`config.mk`:
```
export PLATFORM = sky130hd
export DESIGN_NAME = lj_front
export DESIGN_NICKNAME = d
export VERILOG_FILES = /design/src/sv/lj_pkg.sv /design/src/sv/lj_front.sv
export SDC_FILE = /design/constraint.sdc
export NUM_CORES = 2
export LEC_CHECK = 0
export BUFFER_PORTS_ARGS = -buffer_cell sky130_fd_sc_hd__buf_2
export CAP_MARGIN = 5
export CORE_AREA = 10 10 309 459
export DETAILED_ROUTE_END_ITERATION = 6
export DIE_AREA = 0 0 319 469
export GPL_TIMING_DRIVEN = 1
export MAX_ROUTING_LAYER = met4
export PLACE_DENSITY = 0.38
export SETUP_SLACK_MARGIN = 0.2
export SLEW_MARGIN = 20
export SYNTH_ARGS = -nofsm -noshare
export SYNTH_HDL_FRONTEND = slang
export SYNTH_SLANG_ARGS = --single-unit
export TNS_END_PERCENT = 10
```
`constraint.sdc`:
```
create_clock -name clock -period 10.35 [get_ports clock]
set_input_delay 0.5175 -clock clock [delete_from_list [all_inputs] [get_ports clock]]
set_output_delay 0.5175 -clock clock [all_outputs]
set_load 0.01 [all_outputs]
```
`src/sv/lj_pkg.sv`:
```
// Shared types and constants for the Lennard-Jones pair energy block
`timescale 1ns / 1ps
package lj_pkg;

   localparam int COORD_W = 23;
   localparam int DIFF_W  = 24;
   localparam int BOX_W   = 21;
   localparam int CUT_W   = 26;
   localparam int ABS_W   = 25;
   localparam int SQ_W    = 50;
   localparam int R2_W    = 52;
   localparam int WORD_W  = 64;
   localparam int WIDE_W  = 72;

   localparam int CSR_INDEX_W = 3;
   localparam logic [CSR_INDEX_W-1:0] CSR_BOX_LENGTH      = 3'd0;
   localparam logic [CSR_INDEX_W-1:0] CSR_CUTOFF_SQ       = 3'd1;
   localparam logic [CSR_INDEX_W-1:0] CSR_SHIFT_ENABLE    = 3'd2;
   localparam logic [CSR_INDEX_W-1:0] CSR_ENERGY_SHIFT    = 3'd3;
   localparam logic [CSR_INDEX_W-1:0] CSR_TAIL_ENABLE     = 3'd4;
   localparam logic [CSR_INDEX_W-1:0] CSR_TAIL_CORRECTION = 3'd5;

   localparam int Q_DEPTH = 2;
   localparam int Q_PTR_W = 1;
   localparam int Q_CNT_W = 2;

   typedef struct packed {
      logic            first_item;
      logic            last_item;
      logic            in_cutoff;
      logic [R2_W-1:0] r2;
   } lj_item_type;

   typedef struct packed {
      logic not_empty;
      logic not_full;
   } lj_queue_status_type;

   typedef struct packed {
      logic [BOX_W-1:0] box_length;
      logic [CUT_W-1:0] cutoff_sq;
   } lj_front_cfg_type;

   typedef struct packed {
      logic              shift_enable;
      logic [WORD_W-1:0] energy_shift;
      logic              tail_enable;
      logic [WORD_W-1:0] tail_correction;
   } lj_back_cfg_type;

   typedef enum logic [2:0] {
      F_IDLE   = 3'b001,
      F_SQUARE = 3'b010,
      F_PUSH   = 3'b100
   } lj_front_state_type;

   typedef enum logic [7:0] {
      B_IDLE  = 8'b0000_0001,
      B_DIV   = 8'b0000_0010,
      B_MUL   = 8'b0000_0100,
      B_MRES  = 8'b0000_1000,
      B_TERM  = 8'b0001_0000,
      B_SHIFT = 8'b0010_0000,
      B_ACC   = 8'b0100_0000,
      B_EMIT  = 8'b1000_0000
   } lj_back_state_type;

   typedef enum logic [1:0] {
      M_UU  = 2'd0,
      M_TU  = 2'd1,
      M_SS  = 2'd2
   } lj_mul_sel_type;

endpackage

```
`src/sv/lj_front.sv`:
```
// Front end: takes pair transfers, folds displacements, sums squares, checks cutoff
`timescale 1ns / 1ps
module lj_front import lj_pkg::*; #(
   parameter int COORD_FRAC_BITS = 16
) (
   input  logic                clock,
   input  logic                reset,
   input  logic                req_valid,
   output logic                req_ready,
   input  logic [COORD_W-1:0]  req_target_x,
   input  logic [COORD_W-1:0]  req_target_y,
   input  logic [COORD_W-1:0]  req_target_z,
   input  logic [COORD_W-1:0]  req_neighbor_x,
   input  logic [COORD_W-1:0]  req_neighbor_y,
   input  logic [COORD_W-1:0]  req_neighbor_z,
   input  logic                req_skip_self,
   input  logic                req_first_item,
   input  logic                req_last_item,
   input  lj_front_cfg_type    cfg,
   input  lj_queue_status_type q_status,
   output logic                push_valid,
   output lj_item_type         push_item
);

   localparam int SCALED_W = CUT_W + COORD_FRAC_BITS;
   localparam int CMP_W    = (R2_W > SCALED_W) ? R2_W : SCALED_W;

   lj_front_state_type state_ff, state_in;
   logic [1:0]        step_ff, step_in;
   logic [DIFF_W-1:0] d_ff [3];
   logic [DIFF_W-1:0] d_in [3];
   logic [ABS_W-1:0]  abs_ff, abs_in;
   logic [R2_W-1:0]   r2_ff, r2_in;
   logic              skip_ff, skip_in;
   logic              first_ff, first_in;
   logic              last_ff, last_in;

   logic [DIFF_W-1:0]  sel_d;
   logic signed [25:0] ext_d, two_d, len_s, folded;
   logic [SQ_W-1:0]    square;
   logic [CMP_W-1:0]   cut_scaled, r2_cmp;
   logic               take;

   assign req_ready = (state_ff == F_IDLE);
   assign take      = req_valid && req_ready;

   always_comb begin
      sel_d  = (step_ff == 2'd3) ? '0 : d_ff[step_ff];
      ext_d  = $signed({{2{sel_d[DIFF_W-1]}}, sel_d});
      two_d  = ext_d <<< 1;
      len_s  = $signed({5'b0, cfg.box_length});
      if (two_d > len_s) begin
         folded = ext_d - len_s;
      end else if (two_d < -len_s) begin
         folded = ext_d + len_s;
      end else begin
         folded = ext_d;
      end
      abs_in = folded[25] ? ABS_W'(-folded) : ABS_W'(folded);
      square = abs_ff * abs_ff;
   end

   always_comb begin
      cut_scaled = CMP_W'(cfg.cutoff_sq) << COORD_FRAC_BITS;
      r2_cmp     = CMP_W'(r2_ff);
      push_valid = (state_ff == F_PUSH);
      push_item.first_item = first_ff;
      push_item.last_item  = last_ff;
      push_item.in_cutoff  = !skip_ff && (r2_cmp < cut_scaled);
      push_item.r2         = r2_ff;
   end

   always_comb begin
      state_in = state_ff;
      step_in  = step_ff;
      d_in     = d_ff;
      r2_in    = r2_ff;
      skip_in  = skip_ff;
      first_in = first_ff;
      last_in  = last_ff;
      unique case (state_ff)
         F_IDLE: begin
            if (take) begin
               d_in[0]  = {req_target_x[COORD_W-1], req_target_x}
                        - {req_neighbor_x[COORD_W-1], req_neighbor_x};
               d_in[1]  = {req_target_y[COORD_W-1], req_target_y}
                        - {req_neighbor_y[COORD_W-1], req_neighbor_y};
               d_in[2]  = {req_target_z[COORD_W-1], req_target_z}
                        - {req_neighbor_z[COORD_W-1], req_neighbor_z};
               skip_in  = req_skip_self;
               first_in = req_first_item;
               last_in  = req_last_item;
               step_in  = 2'd0;
               r2_in    = '0;
               state_in = F_SQUARE;
            end
         end
         F_SQUARE: begin
            if (step_ff != 2'd0) begin
               r2_in = r2_ff + R2_W'(square);
            end
            step_in = step_ff + 2'd1;
            if (step_ff == 2'd3) begin
               state_in = F_PUSH;
            end
         end
         F_PUSH: begin
            if (q_status.not_full) begin
               state_in = F_IDLE;
            end
         end
         default: state_in = F_IDLE;
      endcase
   end

   always_ff @(posedge clock) begin
      if (reset) begin
         state_ff <= F_IDLE;
      end else begin
         state_ff <= state_in;
      end
      step_ff  <= step_in;
      d_ff     <= d_in;
      abs_ff   <= abs_in;
      r2_ff    <= r2_in;
      skip_ff  <= skip_in;
      first_ff <= first_in;
      last_ff  <= last_in;
   end

endmodule

```
### Word level (Yosys, flattened, before mapping)

Index checks and enable logic that the tools add are counted.

* logic and storage cells: 58
* flip-flop bits (word level): 157

* $mul: 1
* mux-type cells: 16
* bitwise gates (word level): 1
* equality and inequality tests: 8
* $add $sub $neg: 9
* magnitude comparators: 4
* reduce and logical (&&, ||, !) cells: 9

Operator list (count)
* $mux W52: 2
* $pmux W52 S2: 1
* $mux W24: 3
* $sub A23 B23 Y24: 3
* $add A52 B50 Y52: 1
* $lt A52 B42 Y1: 1
* $mux W26: 2
* $mul A25 B25 Y50: 1
* $bmux W24 S2: 1
* $lt A25 B26 Y1: 1
* $neg A21 Y26: 1
* $add A24 B22 Y25: 1
* $gt A25 B22 Y1: 1
* $mux W25: 1
* $neg A25 Y25: 1
* $sub A24 B22 Y25: 1
* $mux W3: 3
* $pmux W3 S3: 1
* $ne A2 B2 Y1 const B: 3
* $reduce_and A3 Y1: 2
* $pmux W2 S2: 1
* $reduce_and A2 Y1: 2
* $reduce_bool A2 Y1: 2
* $eq A3 B1 Y1 const B: 1
* other kinds (10): 11

### Longest topological paths before layout

* depth after elaboration: 10
* depth in mapped cells: 33

### Least setup slack after synthesis

Ideal clock, no wire load.

* path type: reg-to-reg
* start point: reg abs_ff[2]
* end point: reg r2_ff[48] (netlist: r2_cmp[48]), data pin
* arrival time: 6.927 ns
* path slack: 3.164 ns
* clock period less this slack: 7.186 ns
* path buffers: 2
* stages on the path, launching flop included: 27
* cell sequence: dfxtp_1 -> clkbuf_1 -> clkbuf_1 -> nand2_1 -> fa_1 -> inv_1 -> fa_1 -> inv_1 -> fa_1 -> fa_1 -> fa_1 -> inv_1 -> fa_1 -> fa_1 -> ha_1 -> a21oi_1 -> o21ai_0 -> a21o_1 -> a221o_1 -> a41oi_1 -> o21ai_0 -> a31oi_1 -> o211ai_1 -> a21oi_1 -> nor3_1 -> mux2_2 -> nand2_1

* cells in the longest elaborated chain, start to end: 4

Ends and longest elaborated chain
* start: declaration: line lj_front.sv:32 `logic [ABS_W-1:0] abs_ff, abs_in;`
* start signal: assignment: line lj_front.sv:124 `abs_ff <= abs_in;`
* $mul A25 B25 Y50: line lj_front.sv:60 `square = abs_ff * abs_ff;`
* $add A52 B50 Y52: line lj_front.sv:100 `r2_in = r2_ff + R2_W'(square);`
* $mux W52: line lj_front.sv:99 `if (step_ff != 2'd0) begin`
* $pmux W52 S2: line lj_front.sv:81 `unique case (state_ff)`
* end signal: assignment: line lj_front.sv:125 `r2_ff <= r2_in;`
* end: declaration: line lj_front.sv:33 `logic [R2_W-1:0] r2_ff, r2_in;`

No other way between the ends. The select of a mux whose other input is x is not followed.
A chain may end at the register's enable or synchronous reset.

### Worst setup path after layout

* start point: reg abs_ff[3]
* end point: reg r2_ff[50] (netlist: r2_cmp[50]), data pin

The elaborated chain is that of the path after synthesis.

==> impl_metrics.ini <==
[status]
outcome = complete, no violations

[synth]
yosys_warnings = 0
synth-edff-count = 129
yosysTopAreaCell = fa_1
ys_async_sr_fraction = 0
synth_area_leaders = fa_1 (32%), ha_1 (14%), edfxtp_1 (12%)
synth_flop_cell = edfxtp_1
syn_area_um2 = 33100
ys_seq_elements = 157
ys_seq_area_frac = 0.134
synth.avg_cell_area_um2 = 8.88
yosys.area.top_type_share = 0.316
syn_nets = 4819
netlist_instances = 3731
synth.distinct_cells = 88

[sta]
finalCritPeriodShare = 0.825
min_period_ns = 8.54
rsz0062_at_grt = no
drv_slew = 0
worst_pin_slew_ns = 1.03
skew_ns = 0.0272
setup_viol = 0
hold_viol = 0
tns_ns = 0
fmax_ghz = 0.117
slew_headroom = 0.315

[finish]
design_area_um2 = 37200
drive_above_1_share = 0.0954
multi_input_area_um2 = 24900
fill_cells = 14500
syn_to_final_growth_pct = 12.2
nNetsFinal = 5036
seq_area_um2 = 4430

[clock_tree]
clock-sinks = 157
cts_tree = yes
ctsLongestPathBuffers = 2
clk_pin_slew_ns = 0.08
clock_latency_ns = 0.54
cts_root_buf = clkbuf_16
hold_buffers = 0
post_cts_resized = 0
post_cts_buffers = 0
htree_num_levels = 4
cts-buffers-inserted = 17

[route]
top_layer_used = met4
wl_met3_mm = 3.41
drtPass1Iterations = 6
drt-initial-drc-count = 890
routed_wl_mm = 105
wire_per_inst_um = 18.4
drc_errors = 0
routed_via_density = 4.36
met1_length_mm = 41.2
postRouteAntennaNets = 0
vias = 25000
wl_met2_mm = 58.0

[worst_setup_path]
critPathMaxStageDelay_ns = 0.93
path_delay_family = adder cells
crit_buf_inv = 6
crit_required_ns = 10.60
critPathMaxFanout = 14
cp-start-kind = flop
cp_common_cell = fa_1
endpoint_kind = flop
worst-setup-path-type = flop to flop
reg2reg_slack_ns = 1.81
cpMaxStageDelayCell = dfxtp_1
arrival_ns = 8.78

[floorplan]
dieArea_um2 = 150000
core_um2 = 133000
initial_utilization = 0.249
ios = 250
die_h_um = 469
rows = 164
die_w_um = 319

[placed_design]
placed_area_um2 = 36500
dp_hpwl_mm = 91.7
gp_congestion = 0.833
port_buffers = 248

[global_routing]
grt_max_degree = 64
antenna_found_initial = 22
grtUsageTotal = 0.148
grt_pass1_vias = 28300
grt_pass1_wl_mm = 164
gr-total-overflow = 0

[job]
cap_violations = 0

[hold_path]
hold_class = input pin to flop
[cell usage after synthesis (all sizes together), types with 25 or more instances]
cell / instances
dfxtp: 28
xor2: 49
nor3: 63
edfxtp: 129
and2: 129
xnor2: 102
nor2b: 41
a21oi: 155
nand2b: 41
a21o: 61
inv: 894
fa: 522
nor2: 242
clkbuf: 84
a211oi: 27
ha: 373
nand3: 48
o21a: 25
nand2: 295
o21ai: 106
[metal layers]
metal  global-route usage  up-vias
li1                     -    12300
met1                0.154    12200
met2                0.284      409
met3               0.0213       86
met4               0.0460        0
met5                    -        -
[state kept, by name, indices dropped and copies added, names as in the netlist]
| name | cells |
|---|---|
| last_ff | 1 |
| skip_ff | 1 |
| state_ff | 3 |
| first_ff | 1 |
| d_ff | 72 |
| step_ff | 2 |
| r2_cmp | 52 |
| abs_ff | 25 |
[area by class of cell]
class,count,area share
well taps,1743,0.0587
clock inverters,15,0.00347
inverters,894,0.0904
repair buffers,303,0.0445
flip-flops and latches,157,0.119
diodes,20,0.00135
multi-input cells,2575,0.671
clock buffers,17,0.0115
[per-stage QoR]
stage | hold slack (ns) | cells | utilization | worst slack [ns]
CTS | 0.116 | 5704 | 0.279 | 1.67
global placement | 0.563 | 5672 | 0.274 | 1.67
detailed placement | 0.566 | 5672 | 0.274 | 1.69
finish | 0.170 | 5724 | 0.279 | 1.81
global route | 0.143 | 5723 | 0.279 | 1.41
floorplan | 0.516 | 3731 | - | 3.16
[path summary, 6_finish.rpt]
| check | startpoint | end | depth (start not counted) |
|---|---|---|---|
| worst max-delay path | abs_ff[3] | r2_cmp[50] | 27 |
| worst min-delay path | req_last_item | last_ff | 1 |
| worst max register to register | abs_ff[3] | r2_cmp[50] | 27 |
| worst min register to register | state_ff[2] | state_ff[2] | 2 |
[cells in the final DEF, fill, tap and decap left out, types with 15 or more instances in the layout]
cell / instances
ha_1: 373
o21bai_1: 16
o21ai_0: 94
nor2b_1: 41
o211ai_1: 21
nor4_1: 15
a21oi_1: 155
xor2_1: 49
nor2_1: 242
nand4_1: 21
dfxtp_1: 28
mux2i_1: 21
edfxtp_1: 129
nand2b_1: 41
nand2_1: 295
nor3_1: 61
buf_2: 248
diode_2: 20
nand3_1: 46
inv_1: 892
a21o_1: 61
o21a_1: 25
and3_1: 21
xnor2_1: 102
and2_1: 129
clkbuf_16: 17
buf_4: 55
fa_1: 522
a211oi_1: 27
[worst register-to-register path, delay by kind of cell, from the launching register on]
family / cells / cell delay [ns]
AO/OA/AOI/OAI: 7 / 1.60
XOR/XNOR: 1 / 0.16
adder cells (fa/ha/maj): 8 / 3.91
buffers and inverters: 6 / 0.83
flip-flops: 1 / 0.93
AND/OR/NAND/NOR: 5 / 0.84
[kinds of logic (layout without fill, tap and decap cells)]
kind of cell,count (synthesis),count (layout),share of synthesized area
AOI/OAI and AO/OA,532,532,0.105
xor gates and xnor gates,151,151,0.0399
adders and majority gates,895,895,0.457
buffers and inverters,999,1229,0.114
DFF,157,157,0.134
muxes,29,29,0.00907
other,1,21,0.000113
and+or+nand+nor,967,967,0.141
Power is left out: the tool's default activity adds up to more than one toggle a clock period on the data nets, which glitch-free logic cannot reach.
