**src/sv/lj_pkg.sv**
```systemverilog
// Shared types and constants for the Lennard-Jones pair energy block
`timescale 1ns / 1ps
package lj_pkg;

   localparam int COORD_W = 23;
   localparam int DIFF_W  = 24;
   localparam int BOX_W   = 21;
   localparam int CUT_W   = 26;
   localparam int ABS_W   = 25;
   localparam int SQ_W    = 50;
   localparam int R2_W    = 52;
   localparam int WORD_W  = 64;
   localparam int WIDE_W  = 72;

   localparam int CSR_INDEX_W = 3;
   localparam logic [CSR_INDEX_W-1:0] CSR_BOX_LENGTH      = 3'd0;
   localparam logic [CSR_INDEX_W-1:0] CSR_CUTOFF_SQ       = 3'd1;
   localparam logic [CSR_INDEX_W-1:0] CSR_SHIFT_ENABLE    = 3'd2;
   localparam logic [CSR_INDEX_W-1:0] CSR_ENERGY_SHIFT    = 3'd3;
   localparam logic [CSR_INDEX_W-1:0] CSR_TAIL_ENABLE     = 3'd4;
   localparam logic [CSR_INDEX_W-1:0] CSR_TAIL_CORRECTION = 3'd5;

   localparam int Q_DEPTH = 2;
   localparam int Q_PTR_W = 1;
   localparam int Q_CNT_W = 2;

   typedef struct packed {
      logic            first_item;
      logic            last_item;
      logic            in_cutoff;
      logic [R2_W-1:0] r2;
   } lj_item_type;

   typedef struct packed {
      logic not_empty;
      logic not_full;
   } lj_queue_status_type;

   typedef struct packed {
      logic [BOX_W-1:0] box_length;
      logic [CUT_W-1:0] cutoff_sq;
   } lj_front_cfg_type;

   typedef struct packed {
      logic              shift_enable;
      logic [WORD_W-1:0] energy_shift;
      logic              tail_enable;
      logic [WORD_W-1:0] tail_correction;
   } lj_back_cfg_type;

   typedef enum logic [2:0] {
      F_IDLE   = 3'b001,
      F_SQUARE = 3'b010,
      F_PUSH   = 3'b100
   } lj_front_state_type;

   typedef enum logic [7:0] {
      B_IDLE  = 8'b0000_0001,
      B_DIV   = 8'b0000_0010,
      B_MUL   = 8'b0000_0100,
      B_MRES  = 8'b0000_1000,
      B_TERM  = 8'b0001_0000,
      B_SHIFT = 8'b0010_0000,
      B_ACC   = 8'b0100_0000,
      B_EMIT  = 8'b1000_0000
   } lj_back_state_type;

   typedef enum logic [1:0] {
      M_UU  = 2'd0,
      M_TU  = 2'd1,
      M_SS  = 2'd2
   } lj_mul_sel_type;

endpackage

```
**src/sv/lj_queue.sv**
```systemverilog
// Short queue of classified pairs between front and back
`timescale 1ns / 1ps
module lj_queue import lj_pkg::*; (
   input  logic                clock,
   input  logic                reset,
   input  logic                push_valid,
   input  lj_item_type         push_item,
   input  logic                pop,
   output lj_item_type         head_item,
   output lj_queue_status_type q_status
);

   lj_item_type        mem_ff [Q_DEPTH];
   logic [Q_PTR_W-1:0] wr_ptr_ff, wr_ptr_in;
   logic [Q_PTR_W-1:0] rd_ptr_ff, rd_ptr_in;
   logic [Q_CNT_W-1:0] count_ff, count_in;
   logic               do_push, do_pop;

   always_comb begin
      q_status.not_empty = (count_ff != '0);
      q_status.not_full  = (count_ff != Q_CNT_W'(Q_DEPTH));
      do_push   = push_valid && q_status.not_full;
      do_pop    = pop && q_status.not_empty;
      head_item = mem_ff[rd_ptr_ff];
      wr_ptr_in = do_push ? wr_ptr_ff + 1'b1 : wr_ptr_ff;
      rd_ptr_in = do_pop ? rd_ptr_ff + 1'b1 : rd_ptr_ff;
      count_in  = count_ff + Q_CNT_W'(do_push) - Q_CNT_W'(do_pop);
   end

   always_ff @(posedge clock) begin
      if (reset) begin
         wr_ptr_ff <= '0;
         rd_ptr_ff <= '0;
         count_ff  <= '0;
      end else begin
         wr_ptr_ff <= wr_ptr_in;
         rd_ptr_ff <= rd_ptr_in;
         count_ff  <= count_in;
      end
      if (do_push) begin
         mem_ff[wr_ptr_ff] <= push_item;
      end
   end

endmodule

```
**config.mk**
```make
export PLATFORM = sky130hd
export DESIGN_NAME = lj_queue
export DESIGN_NICKNAME = d
export VERILOG_FILES = /design/src/sv/lj_pkg.sv /design/src/sv/lj_queue.sv
export SDC_FILE = /design/constraint.sdc
export NUM_CORES = 1
export LEC_CHECK = 0
export BUFFER_PORTS_ARGS = -buffer_cell sky130_fd_sc_hd__buf_2
export CAP_MARGIN = 5
export CORE_MARGIN = 5
export CORE_UTILIZATION = 50
export DETAILED_ROUTE_END_ITERATION = 16
export GPL_TIMING_DRIVEN = 0
export MAX_ROUTING_LAYER = met4
export PLACE_DENSITY = 0.77
export SLEW_MARGIN = 20
export SYNTH_ARGS = -nofsm -noshare
export SYNTH_HDL_FRONTEND = slang
export SYNTH_SLANG_ARGS = --single-unit
```
**constraint.sdc**
```tcl
create_clock -name clock -period 4 [get_ports clock]
set_input_delay 0.8 -clock clock [delete_from_list [all_inputs] [get_ports clock]]
set_output_delay 0.8 -clock clock [all_outputs]
set_load 0.01 [all_outputs]
```
After elaboration in Yosys (flattened, before gate mapping)
Memories as Yosys holds them, arrays and structs flattened. A register that Yosys moved wholly into a read port is not among the register bits.
Index checks and enable logic that the tools add are counted.
- flip-flop bits (word level): 4
- bits of input ports: 59
- logic and storage cells: 16
- memories kept: 1
- memory bits (writable): 110
- memory list (memory ; depth ; bits a word ; rd ports ; clocked after Yosys merged registers in ; write ports ; RTL line ; RTL):
    mem_ff ; 2 ; 55 ; 1 ; 1 ; 1 ; lj_queue.sv:13 ; lj_item_type mem_ff [Q_DEPTH];
- eq/ne operators: 1
- add/subtract/negate cells: 4
- reduce and logical (&&, ||, !) cells: 3
- multiplexer cells: 4
- operators with widths (operator ; number):
    $mux 1 ; 4
    $add 1x1->1 const B ; 2
    $add 2x1->2 ; 1
    $logic_and 1x1->1 ; 2
    $ne 2x2->1 const B ; 1
    $reduce_bool 2->1 ; 1
    $sub 2x1->2 ; 1

Longest topological paths before layout
Gate-level depths: netlist of run 1.
- word-level depth: 4
- mapped depth: 6
- mapped depth without buffers: 6

Least setup slack after synthesis of run 1
Ideal clock, no wire load.
- kind: input port to flip-flop
- from: input port push_valid
- to: memory mem_ff[1][0] (netlist name) (enable)
- slack: 1430 ps
- data required time: 3581 ps
- arrival: 2152 ps
- cell stages on the path: 1
- cell sequence: and3_1
- longest elaborated chain between the ends: 3
- ends and longest elaborated chain (element ; RTL line ; RTL):
    start: declaration ; lj_queue.sv:6 ; input logic push_valid,
    $logic_and 1x1->1 ; lj_queue.sv:22 ; do_push = push_valid && q_status.not_full;
    $mux 1 ; lj_queue.sv:40 ; if (do_push) begin
    $mux 1 (not written as such) ; lj_queue.sv:41 ; mem_ff[wr_ptr_ff] <= push_item;
    end: declaration ; lj_queue.sv:13 ;
No other way between the ends.

==> results of run 1 <==
registers in the layout, summed over array words and instances (netlist names), named ones only:
name       count
count_ff       2
mem_ff       110
rd_ptr_ff      1
wr_ptr_ff      1
cell usage in the layout (no fill, tap or decap), types with 2 or more instances in the layout:
| cell type | n |
|---|---|
| buf_2 | 116 |
| buf_4 | 5 |
| bufinv_16 | 2 |
| clkbuf_16 | 16 |
| clkinv_1 | 4 |
| clkinvlp_4 | 7 |
| dfxtp_1 | 5 |
| edfxtp_1 | 110 |
| mux2_2 | 55 |
| nor2_1 | 5 |
| nor2b_1 | 2 |
| o21ai_0 | 2 |
path summary, 6_finish.rpt:
path | end | slack [ns] | from | cells after the start
setup / recovery | head_item[47] | 1.40 | flip-flop | 4
hold / removal | mem_ff[1][16] | 0.49 | push_item[16] | 1
setup reg to reg | mem_ff[0][45] | 2.23 | count_ff[0] | 3
hold reg to reg | flip-flop | 0.52 | rd_ptr_ff | 2
routing by layer:
metal / GRT usage / wire [um] / vias up
li1: - / - / 1066
met1: 0.163 / 2880 / 1086
met2: 0.269 / 4090 / 71
met3: 0.0512 / 447 / 7
met4: 0.0605 / 77 / 0
met5: - / 0 / -
cells in the mapped netlist:
cell type / number
edfxtp_1: 110
mux2_2: 55
buf_4: 5
dfxtp_1: 5
nor2_1: 5
nor2b_1: 2
o21ai_0: 2
a211oi_1: 1
a21bo_1: 1
a21bo_2: 1
a21oi_1: 1
a32oi_1: 1
and2b_1: 1
and3_1: 1
buf_2: 1
ha_1: 1
inv_1: 1
mux2_1: 1
nand2b_1: 1
nand3_1: 1
nand3b_1: 1
or2_2: 1
xor2_1: 1
kinds of logic (layout without fill, tap and decap cells):
group                      Yosys count  count (layout)
DFF                                115             115
buffers and inverters                7             155
muxes                               56              56
AOI/OAI and AO/OA                    7               7
xor gates and xnor gates             1               1
adders and majority gates            1               1
and+or+nand+nor                     13              13
power breakdown:
| part | internal [mW] | total, mW | leakage, nW | switching, mW |
|---|---|---|---|---|
| Clock | 0.874 | 1.37 | 0.248 | 0.496 |
| Combinational | 0.313 | 0.643 | 0.768 | 0.330 |
| Sequential | 1.47 | 1.50 | 1.07 | 0.0359 |
| Total | 2.65 | 3.52 | 2.09 | 0.862 |
worst register-to-register path: stages, from the launching register on:
cell and delay (ns):
dfxtp_1 0.45, nand2b_1 0.21, nand3b_1 0.15, inv_4 0.56
cell type report:
class / instances / area [um2]
flip-flops and latches: 115 / 3400
fillers: 593 / 2700
multi-input cells: 78 / 778
repair buffers: 116 / 596
clock buffers: 17 / 414
clock inverters: 15 / 141
well taps: 105 / 131
plain buffers: 6 / 42.5
inverters: 1 / 6.26
==> metrics, run 1 <==
CTS Sinks 115; DP HPWL 4990 um; antenna violations before repair 0; NumNets Final 395; Die Y 102 um; placed insts 421; final count of hold timing violations 0; type of the most critical hold path input port to flip-flop; post-route minimum period 2.60 ns; WS Path Type flip-flop to output port; Remaining DRCs 0; Setup violations, final 0; WL/cell 16.5 um; VDD IR-drop max 0.406 mV; Worst Path Max Fanout 10; grt total ovfl 0; largest stage delay on the critical path 0.36 ns; global placement routability congestion 0.731; Root Driver clkbuf_8; largest family of logic cells by synthesized area multiplexers; clock tree buffer depth 2; H-tree levels 4; Crit path required time 3.20 ns; PD cells 638 nW/um2; xor/xnor cell area share of the yosys netlist 0.00207; synth warn 0; mean number of vias per cell 4.92; clk_lat worst skew 0.49 ns; clk slew on worst S/H paths 0.06 ns; cell taking the most area after synthesis edfxtp_1; Antenna Cells 0; Yosys top cell area share 0.782; Adder-Cell Fraction of Synth Area 0.00296; Leakage Power 2.09 nW; first-pass GRT wire length 11400 um; Syn-to-layout area delta 30.5%; Detailed Route Iter0 Violations 45; Post-Synthesis Cells 200; Mapped Area 4220 um2; GRT Util Overall 0.155; CP Cell Sequence buf_2 -> buf_4 -> mux2_2 -> buf_2; Core ar. 8220 um2; CP bufs+invs 3; DRT Wirelength 7490 um; post-synthesis sequential area ratio 0.806; cell family with most CP delay buffers and inverters; # Post-CTS Setup Buffers 0; Startpoint Class flip-flop; Slowest-stage cell, CP mux2_2; Gates resized, CTS repair 0; DP Area 4960 um2; Final Cycle Share 0.649; CTS buffer count 17; setup TNS 0 ns; RSZ-0062 raised after global routing false; layout cell share with drive strength beyond 1 0.601; CTS tree done; Final Instance Area 5510 um2; vias in the first global route 2441; Avg Inst Size Synth 21.1 um2; largest net degree at the start of global routing 56; die area 10400 um2; WHS 0.488 ns; multiplexer share of the synthesized area 0.149; io pins 116; max_cap viols 0; PnR Total Power 3.52 mW; Initial Util 0.514; status finished clean; Post-Layout Cell Count 453; Post-Synth Simple-Gate Area 0.0166; Clock Skew 0.0121 ns; Netlist cell types 23; final core utilization 0.671; pre-CTS setup slack 1.87 ns; Crit. End Element output port; Pre-Repair DR Iteration Count 4; normalized max-slew margin 0.525; Synth Area in Compound Gates 0.0121; largest cells by area after synthesis edfxtp_1 (78%), mux2_2 (15%), dfxtp_1 (2.4%); remaining antenna violation count 0; Syn Nets 260; flops & latches, synth 115; Top cell by count, worst path buf_2; Worst-Margin Slew 0.712 ns; # port buffers 115; Setup WS post-layout 1.40 ns; vias post-DR 2230; Worst Path Arrival 1.80 ns; Fmax 385 MHz; die width 102 um; Final Slew Violations 0; Post-CTS Hold Fix Bufs 0; row cnt 33
Power figures use the tool's default switching activity.
==> inputs of run 2 (changes only) <==
--- a/config.mk
+++ b/config.mk
@@ -5,6 +5,7 @@
 export SDC_FILE = /design/constraint.sdc
 export NUM_CORES = 1
 export LEC_CHECK = 0
+export ABC_AREA = 1
 export BUFFER_PORTS_ARGS = -buffer_cell sky130_fd_sc_hd__buf_2
 export CAP_MARGIN = 5
 export CORE_MARGIN = 5
@@ -12,7 +13,7 @@
 export DETAILED_ROUTE_END_ITERATION = 16
 export GPL_TIMING_DRIVEN = 0
 export MAX_ROUTING_LAYER = met4
-export PLACE_DENSITY = 0.77
+export PLACE_DENSITY = 0.76
 export SLEW_MARGIN = 20
 export SYNTH_ARGS = -nofsm -noshare
 export SYNTH_HDL_FRONTEND = slang
==> constraint.sdc (replaced) <==
create_clock -name clock -period 2.4 [get_ports clock]
set_input_delay 0.48 -clock clock [delete_from_list [all_inputs] [get_ports clock]]
set_output_delay 0.48 -clock clock [all_outputs]
set_load 0.01 [all_outputs]
==> metrics, run 2 <==
Yosys top cell area share 0.740; final count of hold timing violations 0; flops & latches, synth 115; NumNets Final 405; # Post-CTS Setup Buffers 0; Fmax 475 MHz; top cells by count, synth edfxtp_1 (110), mux2_4 (50), inv_1 (8), nor2_1 (8), nand2_1 (7); H-tree levels 4; CTS tree done; Die Y 104 um; Leakage Power 2.34 nW; row cnt 34; Pre-Repair DR Iteration Count 4; Final Slew Violations 0; post-route minimum period 2.10 ns; WS Path Type flip-flop to output port; status finished clean; first-pass GRT wire length 11600 um; largest stage delay on the critical path 0.32 ns; io pins 116; WL/cell 15.6 um; Worst Hold Depth 1; Startpoint Class flip-flop; RSZ-0062 raised after global routing false; die area 10900 um2; Slowest-stage cell, CP dfxtp_1; PD cells 1130 nW/um2; CP Cell Sequence buf_6 -> buf_12 -> mux2_4 -> buf_2; Final Instance Area 5820 um2; type of the most critical hold path input port to flip-flop; Detailed Route Iter0 Violations 56; met3 usage 0.0534; CTS buffer count 17; Post-CTS Hold Fix Bufs 0; DRT Wirelength 7250 um; largest net degree at the start of global routing 27; DP Area 5270 um2; global placement routability congestion 0.717; Post-Synthesis Cells 207; Gates resized, CTS repair 0; Netlist cell types 16; Syn Nets 267; Post-synth EDFFs 110; commonest non-fill, non-tap cell in the layout buf_2; synth warn 0; vias post-DR 2210; Primary FF master, synth edfxtp_1; clk_lat worst skew 0.48 ns; Worst-Margin Slew 0.261 ns; Core ar. 8720 um2; CTS Sinks 115; setup TNS 0 ns; WHS 0.186 ns; VDD IR-drop max 0.837 mV; # port buffers 115; GRT Util Overall 0.141; remaining antenna violation count 0; post-synthesis sequential area ratio 0.763; Root Driver clkbuf_8; Reg2Reg Depth 11; Worst Hold Path EP mem_ff[0][52]; antenna violations before repair 0; Initial Util 0.512; Crit path required time 1.92 ns; clock tree buffer depth 2; GR Util met2 0.234; min-delay src push_item[52]; Crit. End Element output port; Worst Path Max Fanout 10; busiest layer in global routing met2; cell taking the most area after synthesis edfxtp_1; Clock Skew 0.00461 ns; grt total ovfl 0; most frequent cells in the layout buf_2 (115), edfxtp_1 (110), mux2_4 (50), clkbuf_16 (16), buf_12 (9); Biggest register mem_ff; Setup violations, final 0; met1 Use GR 0.155; most common cell in the netlist edfxtp_1; FF-to-FF End count_ff[1]; die width 104 um; Final Cycle Share 0.876; ys async rst share 0; vias in the first global route 2426; clk slew on worst S/H paths 0.05 ns; placed insts 434; Remaining DRCs 0; Crit Reg-Reg Startpoint count_ff[0]; Worst Path Arrival 1.62 ns; Post-Layout Cell Count 463; Largest regs mem_ff x110, count_ff x2; max reg flops 110; mean number of vias per cell 4.77; Antenna Cells 0; DP HPWL 5010 um; Syn-to-layout area delta 30.5%; Avg Inst Size Synth 21.6 um2; reg-to-reg slack, setup 0.92 ns; Mapped Area 4460 um2; fill count 581; largest cells by area after synthesis edfxtp_1 (74%), mux2_4 (17%), buf_12 (2.2%); layout cell share with drive strength beyond 1 0.594; max_cap viols 0; normalized max-slew margin 0.826
[run 2: cell count changes after synthesis, sizes merged, moves of 2 or more]
cell | previous run | this run
o21ai | 2 | 0
inv | 1 | 8
nor2 | 5 | 9
a21bo | 2 | 0
nor2b | 2 | 0
nand2 | 0 | 8
[run 2: critical path, delay by kind of cell (launching register included)]
family / cells / cell delay, ns
buffers and inverters: 3 / 0.51
flip-flops: 1 / 0.32
multiplexers: 1 / 0.31
[run 2: area by class of cell]
cell class	instances	area, um2	area share
Sequential cell	115	3400	0.584
Clock inverter	12	143	0.0245
Clock buffer	17	414	0.0711
Inverter	8	30.0	0.00516
Buffer	6	111	0.0191
Multi-Input combinational cell	78	932	0.160
Tap cell	108	135	0.0232
Timing Repair Buffer	119	656	0.113
[run 2: cell families after synthesis]
group | share of synthesized area
buffers and inverters | 0.0317
XOR/XNOR | 0.00196
AND/OR/NAND/NOR | 0.0177
multiplexers | 0.181
AO/OA/AOI/OAI | 0.00224
adder cells (fa/ha/maj) | 0.00280
flip-flops | 0.763
[run 2: how the worst max path moves through the flow]
stage | end | slack, ns | start
2_1_floorplan | mem_ff[1][0] | 0.50 | count_ff[0]
3_3_place_gp | mem_ff[1][17] | 0.02 | push_valid
3_5_place_dp | head_item[14] | 0.77 | flip-flop
4_1_cts | head_item[14] | 0.25 | flip-flop
5_1_grt | head_item[53] | 0.22 | flip-flop
6_report | head_item[38] | 0.30 | flip-flop
[run 2: metrics by stage]
| stage | util | setup WS (ns) | power, mW |
|---|---|---|---|
| 2_1_floorplan | - | 0.496 | 3.79 |
| 3_3_place_gp | 0.595 | 0.0244 | 4.26 |
| 3_5_place_dp | 0.604 | 0.771 | 4.35 |
| 4_1_cts | 0.668 | 0.249 | 6.69 |
| 5_1_grt | 0.668 | 0.221 | 6.91 |
| 6_report | 0.668 | 0.297 | 6.60 |
[run 2: power breakdown]
| group | switching, mW | total (mW) | internal, mW | leakage, nW |
|---|---|---|---|---|
| combinational | 0.782 | 1.66 | 0.875 | 0.996 |
| clock | 0.767 | 2.31 | 1.55 | 0.274 |
| sequential | 0.0799 | 2.63 | 2.55 | 1.07 |
| total | 1.63 | 6.60 | 4.97 | 2.34 |
[run 2: layer usage]
metal	routed length, um	up-vias	part of all wire
met5	0	-	0
met4	34	0	0.0047
met3	487	2	0.067
met2	3730	64	0.51
met1	3000	1077	0.41
li1	-	1067	-
==> inputs of run 3 (changes only) <==
==> constraint.sdc (replaced) <==
create_clock -name clock -period 2.7 [get_ports clock]
set_input_delay 0.54 -clock clock [delete_from_list [all_inputs] [get_ports clock]]
set_output_delay 0.54 -clock clock [all_outputs]
set_load 0.01 [all_outputs]
==> metrics, run 3 (synthesis gave the netlist of run 2 again) <==
WS Path Type flip-flop to output port; # Post-CTS Setup Buffers 0; Worst Path Arrival 1.64 ns; max reg flops 110; placed insts 434; Setup violations, final 0; post-route minimum period 2.18 ns; Gates resized, CTS repair 0; Worst Hold Depth 1; remaining antenna violation count 0; PD cells 1010 nW/um2; DP HPWL 4980 um; # port buffers 115; Biggest register mem_ff; status finished clean; Core ar. 8720 um2; clk slew on worst S/H paths 0.05 ns; row cnt 34; Final Slew Violations 0; H-tree levels 4; NumNets Final 405; CTS buffer count 17; DRT Wirelength 7230 um; normalized max-slew margin 0.578; CTS tree done; Detailed Route Iter0 Violations 74; WHS 0.236 ns; die width 104 um; io pins 116; Final Cycle Share 0.806; grt total ovfl 0; clk_lat worst skew 0.49 ns; Antenna Cells 0; Post-CTS Hold Fix Bufs 0; type of the most critical hold path input port to flip-flop; CTS Sinks 115; Pre-Repair DR Iteration Count 4; RSZ-0062 raised after global routing false; die area 10900 um2; global placement routability congestion 0.693; vias post-DR 2280; commonest non-fill, non-tap cell in the layout buf_2; Reg2Reg Depth 5; most frequent cells in the layout buf_2 (115), edfxtp_1 (110), mux2_4 (50), clkbuf_16 (16), inv_1 (8); setup TNS 0 ns; first-pass GRT wire length 11800 um; Initial Util 0.512; clock tree buffer depth 2; Clock Skew 0.00777 ns; final count of hold timing violations 0; antenna violations before repair 0; Crit. End Element output port; largest net degree at the start of global routing 27; vias in the first global route 2511; GRT Util Overall 0.143; Post-Layout Cell Count 466; Crit path required time 2.16 ns; Syn-to-layout area delta 31.0%; VDD IR-drop max 0.546 mV; Die Y 104 um; Root Driver clkbuf_8; Worst-Margin Slew 0.632 ns; mean number of vias per cell 4.89; Worst Path Max Fanout 10; Largest regs mem_ff x110, count_ff x2; Fmax 460 MHz; max_cap viols 0; WL/cell 15.5 um; Remaining DRCs 0; Leakage Power 2.35 nW; layout cell share with drive strength beyond 1 0.587; Startpoint Class flip-flop
-- run 3: final timing paths --
check                       end          start  slack [ns]
setup / recovery  head_item[19]      flip-flop        0.52
hold reg to reg       rd_ptr_ff      rd_ptr_ff        0.50
setup reg to reg  mem_ff[0][36]    count_ff[0]        0.97
hold / removal    mem_ff[1][42]  push_item[42]        0.24
-- run 3: cell type report --
| type | count | area (um2) |
|---|---|---|
| Sequential cell | 115 | 3400 |
| Fill cell | 571 | 2880 |
| Multi-Input combinational cell | 78 | 932 |
| Timing Repair Buffer | 119 | 671 |
| Clock buffer | 19 | 422 |
| Clock inverter | 13 | 141 |
| Tap cell | 108 | 135 |
| Buffer | 6 | 111 |
| Inverter | 8 | 30.0 |
-- run 3: routing by layer --
metal  vias up  GRT usage  wire [um]
met3         7     0.0466        461
met5         -          -          0
met2        73      0.243       3840
met4         0     0.0555         56
met1      1121      0.156       2870
li1       1079          -          -
-- run 3: stage by stage --
step	area [um2]	setup slack [ns]	total power, mW	util
6_report	5850	0.524	5.91	0.670
5_1_grt	5850	0.462	6.21	0.670
2_1_floorplan	4470	0.195	3.37	-
3_3_place_gp	5180	-0.659	3.79	0.594
3_5_place_dp	5280	0.807	3.89	0.606
4_1_cts	5850	0.482	6.00	0.670
-- run 3: power breakdown --
group	switching [mW]	internal [mW]
clock network	0.706	1.38
logic	0.696	0.789
registers	0.0715	2.27
-- run 3: worst max-delay path, cell delays in order, from the launching register on --
cell and delay, ns:
dfxtp_1 0.32, buf_6 0.21, buf_12 0.17, mux2_4 0.31
buf_2 0.14
